[src/rtl/dtmp_pkg.sv]
package dtmp_pkg;

  localparam int SLOTS   = 64;
  localparam int OP_W    = 2;
  localparam int KEY_W   = 7;
  localparam int VAL_W   = 31;
  localparam int STAT_W  = 3;
  localparam int IDX_W   = $clog2(SLOTS);
  localparam int CNT_W   = $clog2(SLOTS + 1);
  localparam int IN_W    = 40;
  localparam int OUT_W   = 48;
  localparam int OUT_USED = STAT_W + KEY_W + VAL_W;

  typedef enum logic [OP_W-1:0] {
    OP_INSERT  = 2'd0,
    OP_LOOKUP  = 2'd1,
    OP_FINDMAX = 2'd2,
    OP_NONE    = 2'd3
  } op_t;

  typedef enum logic [STAT_W-1:0] {
    STAT_OK       = 3'd0,
    STAT_DUP      = 3'd1,
    STAT_NOTFOUND = 3'd2,
    STAT_EMPTY    = 3'd3,
    STAT_RANGE    = 3'd4
  } stat_t;

  typedef enum logic [1:0] {
    RES_ACCESS = 2'd0,
    RES_RANGE  = 2'd1,
    RES_EMPTY  = 2'd2,
    RES_MAXHIT = 2'd3
  } res_kind_t;

  typedef struct packed {
    logic      req_load;
    logic      rd_en;
    logic      rd_key;
    logic      idx_clr;
    logic      idx_inc;
    logic      scan_init;
    logic      max_upd;
    logic      rem_dec;
    logic      out_load;
    res_kind_t out_kind;
  } cmd_t;

  typedef struct packed {
    op_t  in_op;
    logic in_rng;
    logic idx_last;
    logic best_zero;
    logic hit;
    logic rem_one;
    logic out_free;
  } sts_t;

endpackage

[src/rtl/dtmp_ctrl.sv]
module dtmp_ctrl (
  input  logic          clk,
  input  logic          rst,
  input  logic          s_tvalid,
  output logic          s_tready,
  input  dtmp_pkg::sts_t st,
  output dtmp_pkg::cmd_t cmd
);
  import dtmp_pkg::*;

  typedef enum logic [9:0] {
    S_IDLE     = 10'b0000000001,
    S_ACC_RD   = 10'b0000000010,
    S_ACC_EX   = 10'b0000000100,
    S_RANGE    = 10'b0000001000,
    S_SCAN1    = 10'b0000010000,
    S_TAIL     = 10'b0000100000,
    S_DECIDE   = 10'b0001000000,
    S_EMPTY    = 10'b0010000000,
    S_SCAN2_RD = 10'b0100000000,
    S_SCAN2_CK = 10'b1000000000
  } state_t;

  state_t state, state_next;

  always_ff @(posedge clk) begin
    if (rst) begin
      state <= S_IDLE;
    end else begin
      state <= state_next;
    end
  end

  assign s_tready = (state == S_IDLE);

  always_comb begin
    state_next = state;
    cmd = '0;
    cmd.out_kind = RES_ACCESS;
    unique case (state)
      S_IDLE: begin
        if (s_tvalid) begin
          cmd.req_load = 1'b1;
          unique case (st.in_op) inside
            OP_INSERT, OP_LOOKUP: begin
              state_next = st.in_rng ? S_ACC_RD : S_RANGE;
            end
            OP_FINDMAX: begin
              cmd.idx_clr   = 1'b1;
              cmd.scan_init = 1'b1;
              state_next    = S_SCAN1;
            end
            default: state_next = S_IDLE;
          endcase
        end
      end
      S_ACC_RD: begin
        cmd.rd_en  = 1'b1;
        cmd.rd_key = 1'b1;
        state_next = S_ACC_EX;
      end
      S_ACC_EX: begin
        if (st.out_free) begin
          cmd.out_load = 1'b1;
          cmd.out_kind = RES_ACCESS;
          state_next   = S_IDLE;
        end
      end
      S_RANGE: begin
        if (st.out_free) begin
          cmd.out_load = 1'b1;
          cmd.out_kind = RES_RANGE;
          state_next   = S_IDLE;
        end
      end
      S_SCAN1: begin
        cmd.rd_en   = 1'b1;
        cmd.idx_inc = 1'b1;
        cmd.max_upd = 1'b1;
        if (st.idx_last) begin
          state_next = S_TAIL;
        end
      end
      S_TAIL: begin
        cmd.max_upd = 1'b1;
        state_next  = S_DECIDE;
      end
      S_DECIDE: begin
        cmd.idx_clr = 1'b1;
        state_next  = st.best_zero ? S_EMPTY : S_SCAN2_RD;
      end
      S_EMPTY: begin
        if (st.out_free) begin
          cmd.out_load = 1'b1;
          cmd.out_kind = RES_EMPTY;
          state_next   = S_IDLE;
        end
      end
      S_SCAN2_RD: begin
        cmd.rd_en  = 1'b1;
        state_next = S_SCAN2_CK;
      end
      S_SCAN2_CK: begin
        if (!st.hit) begin
          cmd.idx_inc = 1'b1;
          state_next  = S_SCAN2_RD;
        end else if (st.out_free) begin
          cmd.out_load = 1'b1;
          cmd.out_kind = RES_MAXHIT;
          cmd.rem_dec  = 1'b1;
          if (st.rem_one) begin
            state_next = S_IDLE;
          end else begin
            cmd.idx_inc = 1'b1;
            state_next  = S_SCAN2_RD;
          end
        end
      end
      default: state_next = S_IDLE;
    endcase
  end

endmodule

[src/rtl/dtmp_datapath.sv]
module dtmp_datapath (
  input  logic                        clk,
  input  logic                        rst,
  input  logic [dtmp_pkg::IN_W-1:0]   s_tdata,
  input  dtmp_pkg::cmd_t              cmd,
  output dtmp_pkg::sts_t              st,
  output logic                        m_tvalid,
  input  logic                        m_tready,
  output logic [dtmp_pkg::OUT_W-1:0]  m_tdata,
  output logic                        m_tlast
);
  import dtmp_pkg::*;

  logic [VAL_W-1:0] mem [SLOTS];
  logic [SLOTS-1:0] slot_vld;

  op_t              req_op;
  logic [KEY_W-1:0] req_key;
  logic [VAL_W-1:0] req_val;
  logic [IDX_W-1:0] idx;
  logic [IDX_W-1:0] key_idx;
  logic [IDX_W-1:0] rd_addr;
  logic [VAL_W-1:0] rd_data;
  logic             rd_vld;
  logic             rd_pend;
  logic [VAL_W-1:0] rd_value;
  logic [VAL_W-1:0] best;
  logic [CNT_W-1:0] cnt;
  logic             wr_en;

  logic [STAT_W-1:0] out_stat,  out_stat_next;
  logic [KEY_W-1:0]  out_key,   out_key_next;
  logic [VAL_W-1:0]  out_val,   out_val_next;
  logic              out_last,  out_last_next;

  logic [KEY_W-1:0] in_key;
  logic [KEY_W-1:0] key_m1;

  assign in_key   = s_tdata[OP_W +: KEY_W];
  assign key_m1   = req_key - KEY_W'(1);
  assign key_idx  = key_m1[IDX_W-1:0];
  assign rd_addr  = cmd.rd_key ? key_idx : idx;
  assign rd_value = rd_vld ? rd_data : '0;

  assign st.in_op     = op_t'(s_tdata[OP_W-1:0]);
  assign st.in_rng    = (in_key != '0) && (in_key <= KEY_W'(SLOTS));
  assign st.idx_last  = (idx == IDX_W'(SLOTS - 1));
  assign st.best_zero = (best == '0);
  assign st.hit       = (rd_value == best);
  assign st.rem_one   = (cnt == CNT_W'(1));
  assign st.out_free  = !m_tvalid || m_tready;

  assign wr_en = cmd.out_load && (cmd.out_kind == RES_ACCESS) &&
                 (req_op == OP_INSERT) && (rd_value == '0);

  always_ff @(posedge clk) begin
    if (cmd.req_load) begin
      req_op  <= op_t'(s_tdata[OP_W-1:0]);
      req_key <= in_key;
      req_val <= s_tdata[OP_W+KEY_W +: VAL_W];
    end
  end

  always_ff @(posedge clk) begin
    if (wr_en) begin
      mem[key_idx] <= req_val;
    end
    if (cmd.rd_en) begin
      rd_data <= mem[rd_addr];
    end
  end

  always_ff @(posedge clk) begin
    if (rst) begin
      slot_vld <= '0;
      rd_vld   <= 1'b0;
      rd_pend  <= 1'b0;
    end else begin
      if (wr_en) begin
        slot_vld[key_idx] <= 1'b1;
      end
      if (cmd.rd_en) begin
        rd_vld <= slot_vld[rd_addr];
      end
      rd_pend <= cmd.rd_en;
    end
  end

  always_ff @(posedge clk) begin
    if (cmd.idx_clr) begin
      idx <= '0;
    end else if (cmd.idx_inc) begin
      idx <= idx + IDX_W'(1);
    end
  end

  always_ff @(posedge clk) begin
    if (cmd.scan_init) begin
      best <= '0;
      cnt  <= '0;
    end else if (cmd.max_upd && rd_pend) begin
      if (rd_value > best) begin
        best <= rd_value;
        cnt  <= CNT_W'(1);
      end else if (rd_value == best && rd_value != '0) begin
        cnt <= cnt + CNT_W'(1);
      end
    end else if (cmd.rem_dec) begin
      cnt <= cnt - CNT_W'(1);
    end
  end

  always_comb begin
    out_stat_next = STAT_OK;
    out_key_next  = req_key;
    out_val_next  = '0;
    out_last_next = 1'b1;
    case (cmd.out_kind)
      RES_ACCESS: begin
        if (req_op == OP_INSERT) begin
          out_stat_next = (rd_value != '0) ? STAT_DUP : STAT_OK;
        end else if (rd_value == '0) begin
          out_stat_next = STAT_NOTFOUND;
        end else begin
          out_val_next = rd_value;
        end
      end
      RES_RANGE: out_stat_next = STAT_RANGE;
      RES_EMPTY: begin
        out_stat_next = STAT_EMPTY;
        out_key_next  = '0;
      end
      RES_MAXHIT: begin
        out_key_next  = KEY_W'(idx) + KEY_W'(1);
        out_val_next  = best;
        out_last_next = (cnt == CNT_W'(1));
      end
      default: out_stat_next = STAT_OK;
    endcase
  end

  always_ff @(posedge clk) begin
    if (cmd.out_load) begin
      out_stat <= out_stat_next;
      out_key  <= out_key_next;
      out_val  <= out_val_next;
      out_last <= out_last_next;
    end
  end

  always_ff @(posedge clk) begin
    if (rst) begin
      m_tvalid <= 1'b0;
    end else if (cmd.out_load) begin
      m_tvalid <= 1'b1;
    end else if (m_tready) begin
      m_tvalid <= 1'b0;
    end
  end

  assign m_tdata = {{(OUT_W - OUT_USED){1'b0}}, out_val, out_key, out_stat};
  assign m_tlast = out_last;

endmodule

[src/rtl/direct_table_with_max_positions.sv]
// Direct-address table of 64 slots with a search for the greatest value and its keys.
// Requests enter on the s_ channel: insert, lookup or find-max, with a key and a value.
// Results leave on the m_ channel, and m_tlast marks the final result of each request.
// Insert and lookup read the slot in S_ACC_RD and give one result from S_ACC_EX when the
// output is free; an out-of-range key gives its result from S_RANGE, then the block is ready.
// Find-max first reads every slot through the single read port, one slot a cycle, in
// S_SCAN1, with S_TAIL taking in the last read; a second pass then reads each slot it examines
// in S_SCAN2_RD, checks it in S_SCAN2_CK and stops after the last key holding the maximum.
// An empty table gives a single table-empty result; an out-of-range key gives one result.
// One request is taken at a time: s_tready is high only while the block is idle, and it
// may be high while the previous result still waits in the output register.
// When the receiver stalls, the result is held in the output register and the block
// waits before producing another one.
// Reset clears the valid flag of every slot at once, so the table is empty in the
// first cycle after reset and no clearing pass is needed.
module direct_table_with_max_positions (
  input  logic                        clk,
  input  logic                        rst,
  input  logic                        s_tvalid,
  output logic                        s_tready,
  // operation [1:0], key [8:2], value_in [39:9]
  input  logic [dtmp_pkg::IN_W-1:0]   s_tdata,
  output logic                        m_tvalid,
  input  logic                        m_tready,
  // status [2:0], key_out [9:3], value_out [40:10], zeros above
  output logic [dtmp_pkg::OUT_W-1:0]  m_tdata,
  output logic                        m_tlast
);
  import dtmp_pkg::*;

  cmd_t cmd;
  sts_t st;

  dtmp_ctrl u_ctrl (
    .clk      (clk),
    .rst      (rst),
    .s_tvalid (s_tvalid),
    .s_tready (s_tready),
    .st       (st),
    .cmd      (cmd)
  );

  dtmp_datapath u_dp (
    .clk      (clk),
    .rst      (rst),
    .s_tdata  (s_tdata),
    .cmd      (cmd),
    .st       (st),
    .m_tvalid (m_tvalid),
    .m_tready (m_tready),
    .m_tdata  (m_tdata),
    .m_tlast  (m_tlast)
  );

`ifndef SYNTH
  a_no_overwrite: assert property (@(posedge clk) disable iff (rst)
    cmd.out_load |-> st.out_free)
    else $error("result register loaded while a result is still pending");

  a_one_request: assert property (@(posedge clk) disable iff (rst)
    s_tvalid && s_tready && (st.in_op != OP_NONE) |=> !s_tready)
    else $error("second request taken before the first was served");

  a_empty_last: assert property (@(posedge clk) disable iff (rst)
    m_tvalid && (m_tdata[STAT_W-1:0] == STAT_EMPTY) |-> m_tlast)
    else $error("table-empty result not marked as last");
`endif

endmodule
[config.mk]
export PLATFORM = sky130hd
export DESIGN_NAME = direct_table_with_max_positions
export DESIGN_NICKNAME = d
export VERILOG_FILES = /design/src/rtl/dtmp_pkg.sv /design/src/rtl/dtmp_ctrl.sv /design/src/rtl/dtmp_datapath.sv /design/src/rtl/direct_table_with_max_positions.sv
export SDC_FILE = /design/constraint.sdc
export NUM_CORES = 2
export LEC_CHECK = 0
export ABC_AREA = 0
export BUFFER_PORTS_ARGS = -buffer_cell sky130_fd_sc_hd__buf_2
export CAP_MARGIN = 5
export CORE_MARGIN = 2
export CORE_UTILIZATION = 50
export CTS_CLUSTER_SIZE = 40
export DETAILED_ROUTE_END_ITERATION = 12
export GPL_TIMING_DRIVEN = 0
export HOLD_SLACK_MARGIN = 0.05
export PLACE_DENSITY_LB_ADDON = 0.2
export SLEW_MARGIN = 40
export SYNTH_ARGS = -nofsm -noshare
export SYNTH_HDL_FRONTEND = slang
export SYNTH_SLANG_ARGS = --single-unit
export TNS_END_PERCENT = 10
[constraint.sdc]
create_clock -name clk -period 7.7 [get_ports clk]
set_input_delay 1.155 -clock clk [delete_from_list [all_inputs] [get_ports clk]]
set_output_delay 1.155 -clock clk [all_outputs]
set_load 0.01 [all_outputs]
Yosys cells after proc, flatten, opt, wreduce, memory -nomap -nowiden:

Memories as Yosys holds them, arrays and structs flattened. A register that Yosys moved wholly into a read port is not among the register bits.
Cells that the tools add are included.

* equality and inequality tests: 23
* add/sub/neg operators: 5
* magnitude comparators: 5
* reductions and logical operators: 25
* bitwise operators: 1
* muxes and demuxes: 52

Operator list (number)
* two-way mux 31 bit: 3
* case mux 10 bit (8 select lines): 1
* bitwise OR 64 bit: 1
* logical NOT 31 bit: 2
* case mux 31 bit (2 select lines): 1
* two-way mux 10 bit: 5
* == test 31 bit: 1
* greater-than comparator 31 bit: 1
* nonzero test 31 bit: 1
* two-way mux 7 bit: 4
* case mux 10 bit (2 select lines): 1
* two-way mux 1 bit: 19
* two-way mux 9 bit: 2
* less-than comparator 6 x 7 -> 1 bit, second input constant: 2
* case mux 7 bit (2 select lines): 1
* two-way mux 3 bit: 4
* two-way mux 4 bit: 3
* case mux 3 bit (4 select lines): 1
* == test 10 x 1 -> 1 bit, second input constant: 1
* == test 10 bit, second input constant: 1
* == test 10 x 2 -> 1 bit, second input constant: 1
* == test 10 x 3 -> 1 bit, second input constant: 1
* == test 10 x 4 -> 1 bit, second input constant: 1
* == test 10 x 5 -> 1 bit, second input constant: 1
* other kinds (34): 52

* register bits after elaboration: 203
* bits in writable memories: 1984
* input port bits: 44
* output and inout bits: 51
* memories: 1
* logic and storage cells: 127

Memory list
* u_dp.mem: depth 64, bits a word 31, read ports 1, clocked after memory_dff 1, wr ports 1, line dtmp_datapath.sv:14 `logic [VAL_W-1:0] mem [SLOTS];`

Depth between registers and ports, before layout:

* depth in word-level cells: 11
* mapped depth: 17
* depth with buffers taken out: 14

Modules after synthesis:

Synthesis repeated with hierarchy kept, for this count alone.

* cell total of the unflattened synthesis: 4256
* area, all modules: 87541.5 sq um

Modules (own cells, without submodules)
* dtmp_datapath: area each 86770.7 sq um, instances 1, cells each 4154, seq. area each 65192.5 sq um
* dtmp_ctrl: area each 770.7 sq um, instances 1, cells each 102, seq. area each 200.2 sq um

Worst setup path before layout:

No wires, ideal clock.

* path kind: register to register
* from: register u_dp.rd_vld
* to: memory u_dp.mem[48][0], enable pin
* arrival time: 5.707 ns
* buffers on the path: 3
* clock period less this slack: 6.126 ns
* path slack: 1.574 ns
* cell stages (with the launch flop): 13
* setup time: 0.419 ns
* cell sequence: dfxtp_1 > clkbuf_1 > clkbuf_1 > and2_1 > ha_1 > nand4_1 > nor4_1 > nand4_1 > a31oi_2 > nand3_1 > or2_2 > clkbuf_1 > nor2_1

RTL lines
* start, declared: line dtmp_datapath.sv:24 `logic rd_vld;`
* start signal, assigned: line dtmp_datapath.sv:83 `rd_vld <= slot_vld[rd_addr];`
* end, declared: line dtmp_datapath.sv:14

Worst setup path after layout:

* from: register u_dp.req_key[0]
* to: register u_dp.rd_data[10], read port of u_dp.mem (data pin)

* cells in the longest elaborated chain, start to end: 2

Ends and longest elaborated chain
* start, declared: line dtmp_datapath.sv:18 `logic [KEY_W-1:0] req_key;`
* start signal, assigned: line dtmp_datapath.sv:59 `req_key <= in_key;`
* subtractor 6 x 1 -> 6 bit: line dtmp_datapath.sv:40 `assign key_m1 = req_key - KEY_W'(1);`
* two-way mux 6 bit: line dtmp_datapath.sv:42 `assign rd_addr = cmd.rd_key ? key_idx : idx;`
* end, declared: line dtmp_datapath.sv:23 `logic [VAL_W-1:0] rd_data;`

No other way between the ends.
A chain may end at the register's enable or synchronous reset.

==> metrics.md <==
| Metric | Value |
|---|---|
| CP Max Fanout | 10 |
| Largest net degree at the start of global routing | 34 |
| Startpoint Class | flop |
| Relative slew slack | 28.7% |
| Hold endpoint | u_dp.req_val[0] |
| Post-synth top area cell | edfxtp_1 |
| Final WL | 346 mm |
| Hold WC Path Type | input port to flop |
| Clock Pin Slew Worst Setup and Hold Paths | 0.06 ns |
| Layout cells sized above 1 | 14.7% |
| Cts hold-fix bufs | 0 |
| Top_reg_cell synth | edfxtp_1 |
| Seq cells post-synth | 2,218 |
| Unrepaired setup endpoints after global routing | false |
| I/O pin count | 95 |
| Area Growth Syn to Fin | 18.3% |
| Area contributors post-synth | edfxtp_1 71%, nand2_1 6.3%, nand3_1 3.7% |
| Clk Tree Root Cell | clkbuf_16 |
| Post-synthesis adder-cell area fraction | 0.564% |
| Worst ir drop on vdd | 0.263 mV |
| Library cells used by synthesis | 85 |
| Die width | 425 µm |
| WP data required | 8.25 ns |
| Worst Slack Setup Final | 0.731 ns |
| Wire per inst | 35.3 µm |
| Total die area | 181,000 µm² |
| CTS tree | built |
| Period utilization | 90.5% |
| Leak | 35.9 nW |
| Overall power consumption | 35.5 mW |
| Fmax | 143 MHz |
| Final Skew | 0.0512 ns |
| Fillcell total | 13,700 |
| Max clock buf depth | 3 |
| Min-delay src | s_tdata[9] |
| Via/cell ratio | 6.47 |
| Fin crit period | 6.97 ns |
| Top cells by count, synth | 2,097 x edfxtp_1, 1,496 x nand2_1, 648 x nand3_1 |
| DRT antenna net count | 0 |
| Initial antenna violation count | 45 |
| Fin Hold WS | 0.431 ns |
| CTS H-tree depth | 4 |
| Total of max-cap violations | 0 |
| PwrDens | 338 nW/µm² |
| Post-synth EDFFs | 2,097 |
| Final Hold Fails | 0 |
| Final net count | 7,328 |
| Compound-cell area share of the yosys netlist | 6.06% |
| Asr flop ratio synth | 0% |
| Overflow after GRT | 0 |
| Gate Count Post-Synth | 6,645 |
| R2R depth | 13 |
| Synth Warn # | 0 |
| Cell total after placement | 9,359 |
| Final setup viols | 0 |
| Place WS | 1.38 ns |
| Initial DRC count | 11,500 |
| Setup TNS Final | 0 ns |
| Mux cell area share after synthesis | 2.08% |
| Hold Crit Depth | 1 |
| Seq/Total Area, Yosys | 73.7% |
| Row count | 154 |
| Avg Inst Size Synth | 13.4 µm² |
| Die Ht | 425 µm |
| Most numerous cell in the Yosys netlist | edfxtp_1 |
| Slew Viols, Final | 0 |
| Via Count | 63,500 |
| Worst R2R End | u_dp.rd_data[10] |
| First-pass GRT wire length | 469 mm |
| XOR/XNOR share of the synthesized area | 0.217% |
| Crit Path Class | flop to flop |
| Area share of the leading cell type in the synthesized netlist | 70.9% |
| Worst reg2reg startpoint | u_dp.req_key[0] |
| Nature of the critical path endpoint | flop |
| Gpl congestion | 1.06 |
| Post-cts resize count | 0 |
| Core Area | 176,000 µm² |
| Total CTS buffers | 220 |
| DRC violations left | 0 |
| Outcome | completed |
| Sink Count | 2,218 |
| Largest family of logic cells by synthesized area | simple AND/OR/NAND/NOR gates |
| Setup bufs post-CTS | 0 |
| Synthesized area | 88,800 µm² |
| IO Port Bufs | 87 |
| Crit path DAT | 7.52 ns |
| Total track usage | 38.0% |
| Initial DRT Pass Iterations | 7 |
| HPWL Detailed | 252 mm |
| Non-Filler Instances | 9,809 |
| Vias in the first global route | 58,600 |
| R2R Setup Slk | 0.73 ns |
| Worst-Skew Late Latency | 0.92 ns |
| Initial Util | 50.4% |
| Worst-margin pin slew | 1.06 ns |
| Synth Area in Simple Gates | 14.9% |
## power breakdown
part | internal, mW | switching (mW)
sequential | 13.7 | 0.152
combinational | 2.47 | 8.46
clock | 6.02 | 4.68
## layout make-up
cell class                      count  area [µm²]  area share (%)
Multi-Input combinational cell   3965       22000            20.9
Timing Repair Buffer              371        5280            5.02
Tap cell                         2340        2930            2.79
Buffer                            421        2090            1.99
Clock inverter                    130        1230            1.17
Sequential cell                  2218       65400            62.3
Antenna cell                       43         108           0.102
Inverter                           47         176           0.168
Clock buffer                      274        5850            5.57
## routing by layer
layer / wire length (µm) / track usage, % / vias to the layer above
li1: - / - / 26100
met1: 120000 / 48.0 / 31100
met2: 147000 / 54.4 / 5163
met3: 47700 / 12.4 / 1094
met4: 31600 / 28.9 / 18
met5: 133 / 0 / -
## layout by cell type, fill, tap and decap left out, types with 46 or more instances in the layout
cell,count
o21ai_0,46
clkbuf_2,51
nand2_1,1496
buf_16,83
buf_2,244
clkbuf_1,184
inv_1,46
nor2_4,71
buf_8,77
buf_6,135
clkbuf_16,225
a21oi_1,150
nor2_1,196
clkinv_1,56
a211oi_1,143
a32oi_1,66
and3_1,137
dfxtp_1,121
edfxtp_1,2097
nand3_1,646
a31oi_1,99
nand4_1,150
a22oi_1,51
mux2i_1,176
## worst max path at each step
stage | from | end | slack [ns] | depth (start not counted)
after floorplan | u_dp.rd_vld | u_dp.mem[48][0] | 1.57 | 12
after global placement | u_dp.rd_vld | u_dp.mem[52][12] | -2.92 | 12
after detailed placement | u_dp.req_key[0] | u_dp.rd_data[1] | 1.38 | 13
after CTS | u_dp.req_key[0] | u_dp.rd_data[1] | 1.34 | 13
after global routing | u_dp.req_key[0] | u_dp.rd_data[10] | 0.86 | 13
final | u_dp.req_key[0] | u_dp.rd_data[10] | 0.73 | 13
## critical path, stage by stage (launching register included)
cell and delay [ns]:
edfxtp_1 0.41, clkbuf_1 0.54, inv_1 0.33, ha_1 0.36
xnor2_2 0.56, nand4_2 0.63, and2_1 0.41, buf_4 0.16
nor2_2 0.69, clkbuf_1 0.62, nand3_1 0.19, nand4_1 0.20
nand4_1 0.69, or3_1 0.80
## state kept, by name, indices dropped and copies added, names as in the netlist
signal / flops
u_dp.m_tvalid: 1
u_dp.rd_pend: 1
u_dp.req_key: 7
u_dp.req_op: 2
u_dp.m_tlast: 1
u_dp.rd_vld: 1
u_dp.req_val: 31
u_dp.mem: 1984
u_dp.cnt: 7
u_dp.out_val: 31
u_ctrl.state: 10
u_dp.slot_vld: 64
u_dp.out_key: 7
u_dp.rd_data: 31
u_dp.out_stat: 3
u_dp.idx: 6
u_dp.best: 31
## stage by stage
step           instance area [µm²]  util [%]
3_3_place_gp                 92200      52.3
4_1_cts                     105000      59.4
2_1_floorplan                88800         -
5_1_grt                     105000      59.6
3_5_place_dp                 97700      55.4
6_report                    105000      59.6
## cell families (layout without fill, tap and decap cells)
kind of cell | Yosys count | in the layout
xor gates and xnor gates | 22 | 22
and+or+nand+nor | 2940 | 2940
other | 1 | 50
AOI/OAI and AO/OA | 772 | 772
DFF | 2218 | 2218
adders and majority gates | 40 | 40
muxes | 184 | 184
buffers and inverters | 468 | 1243
(Power assumes the default switching activity.)
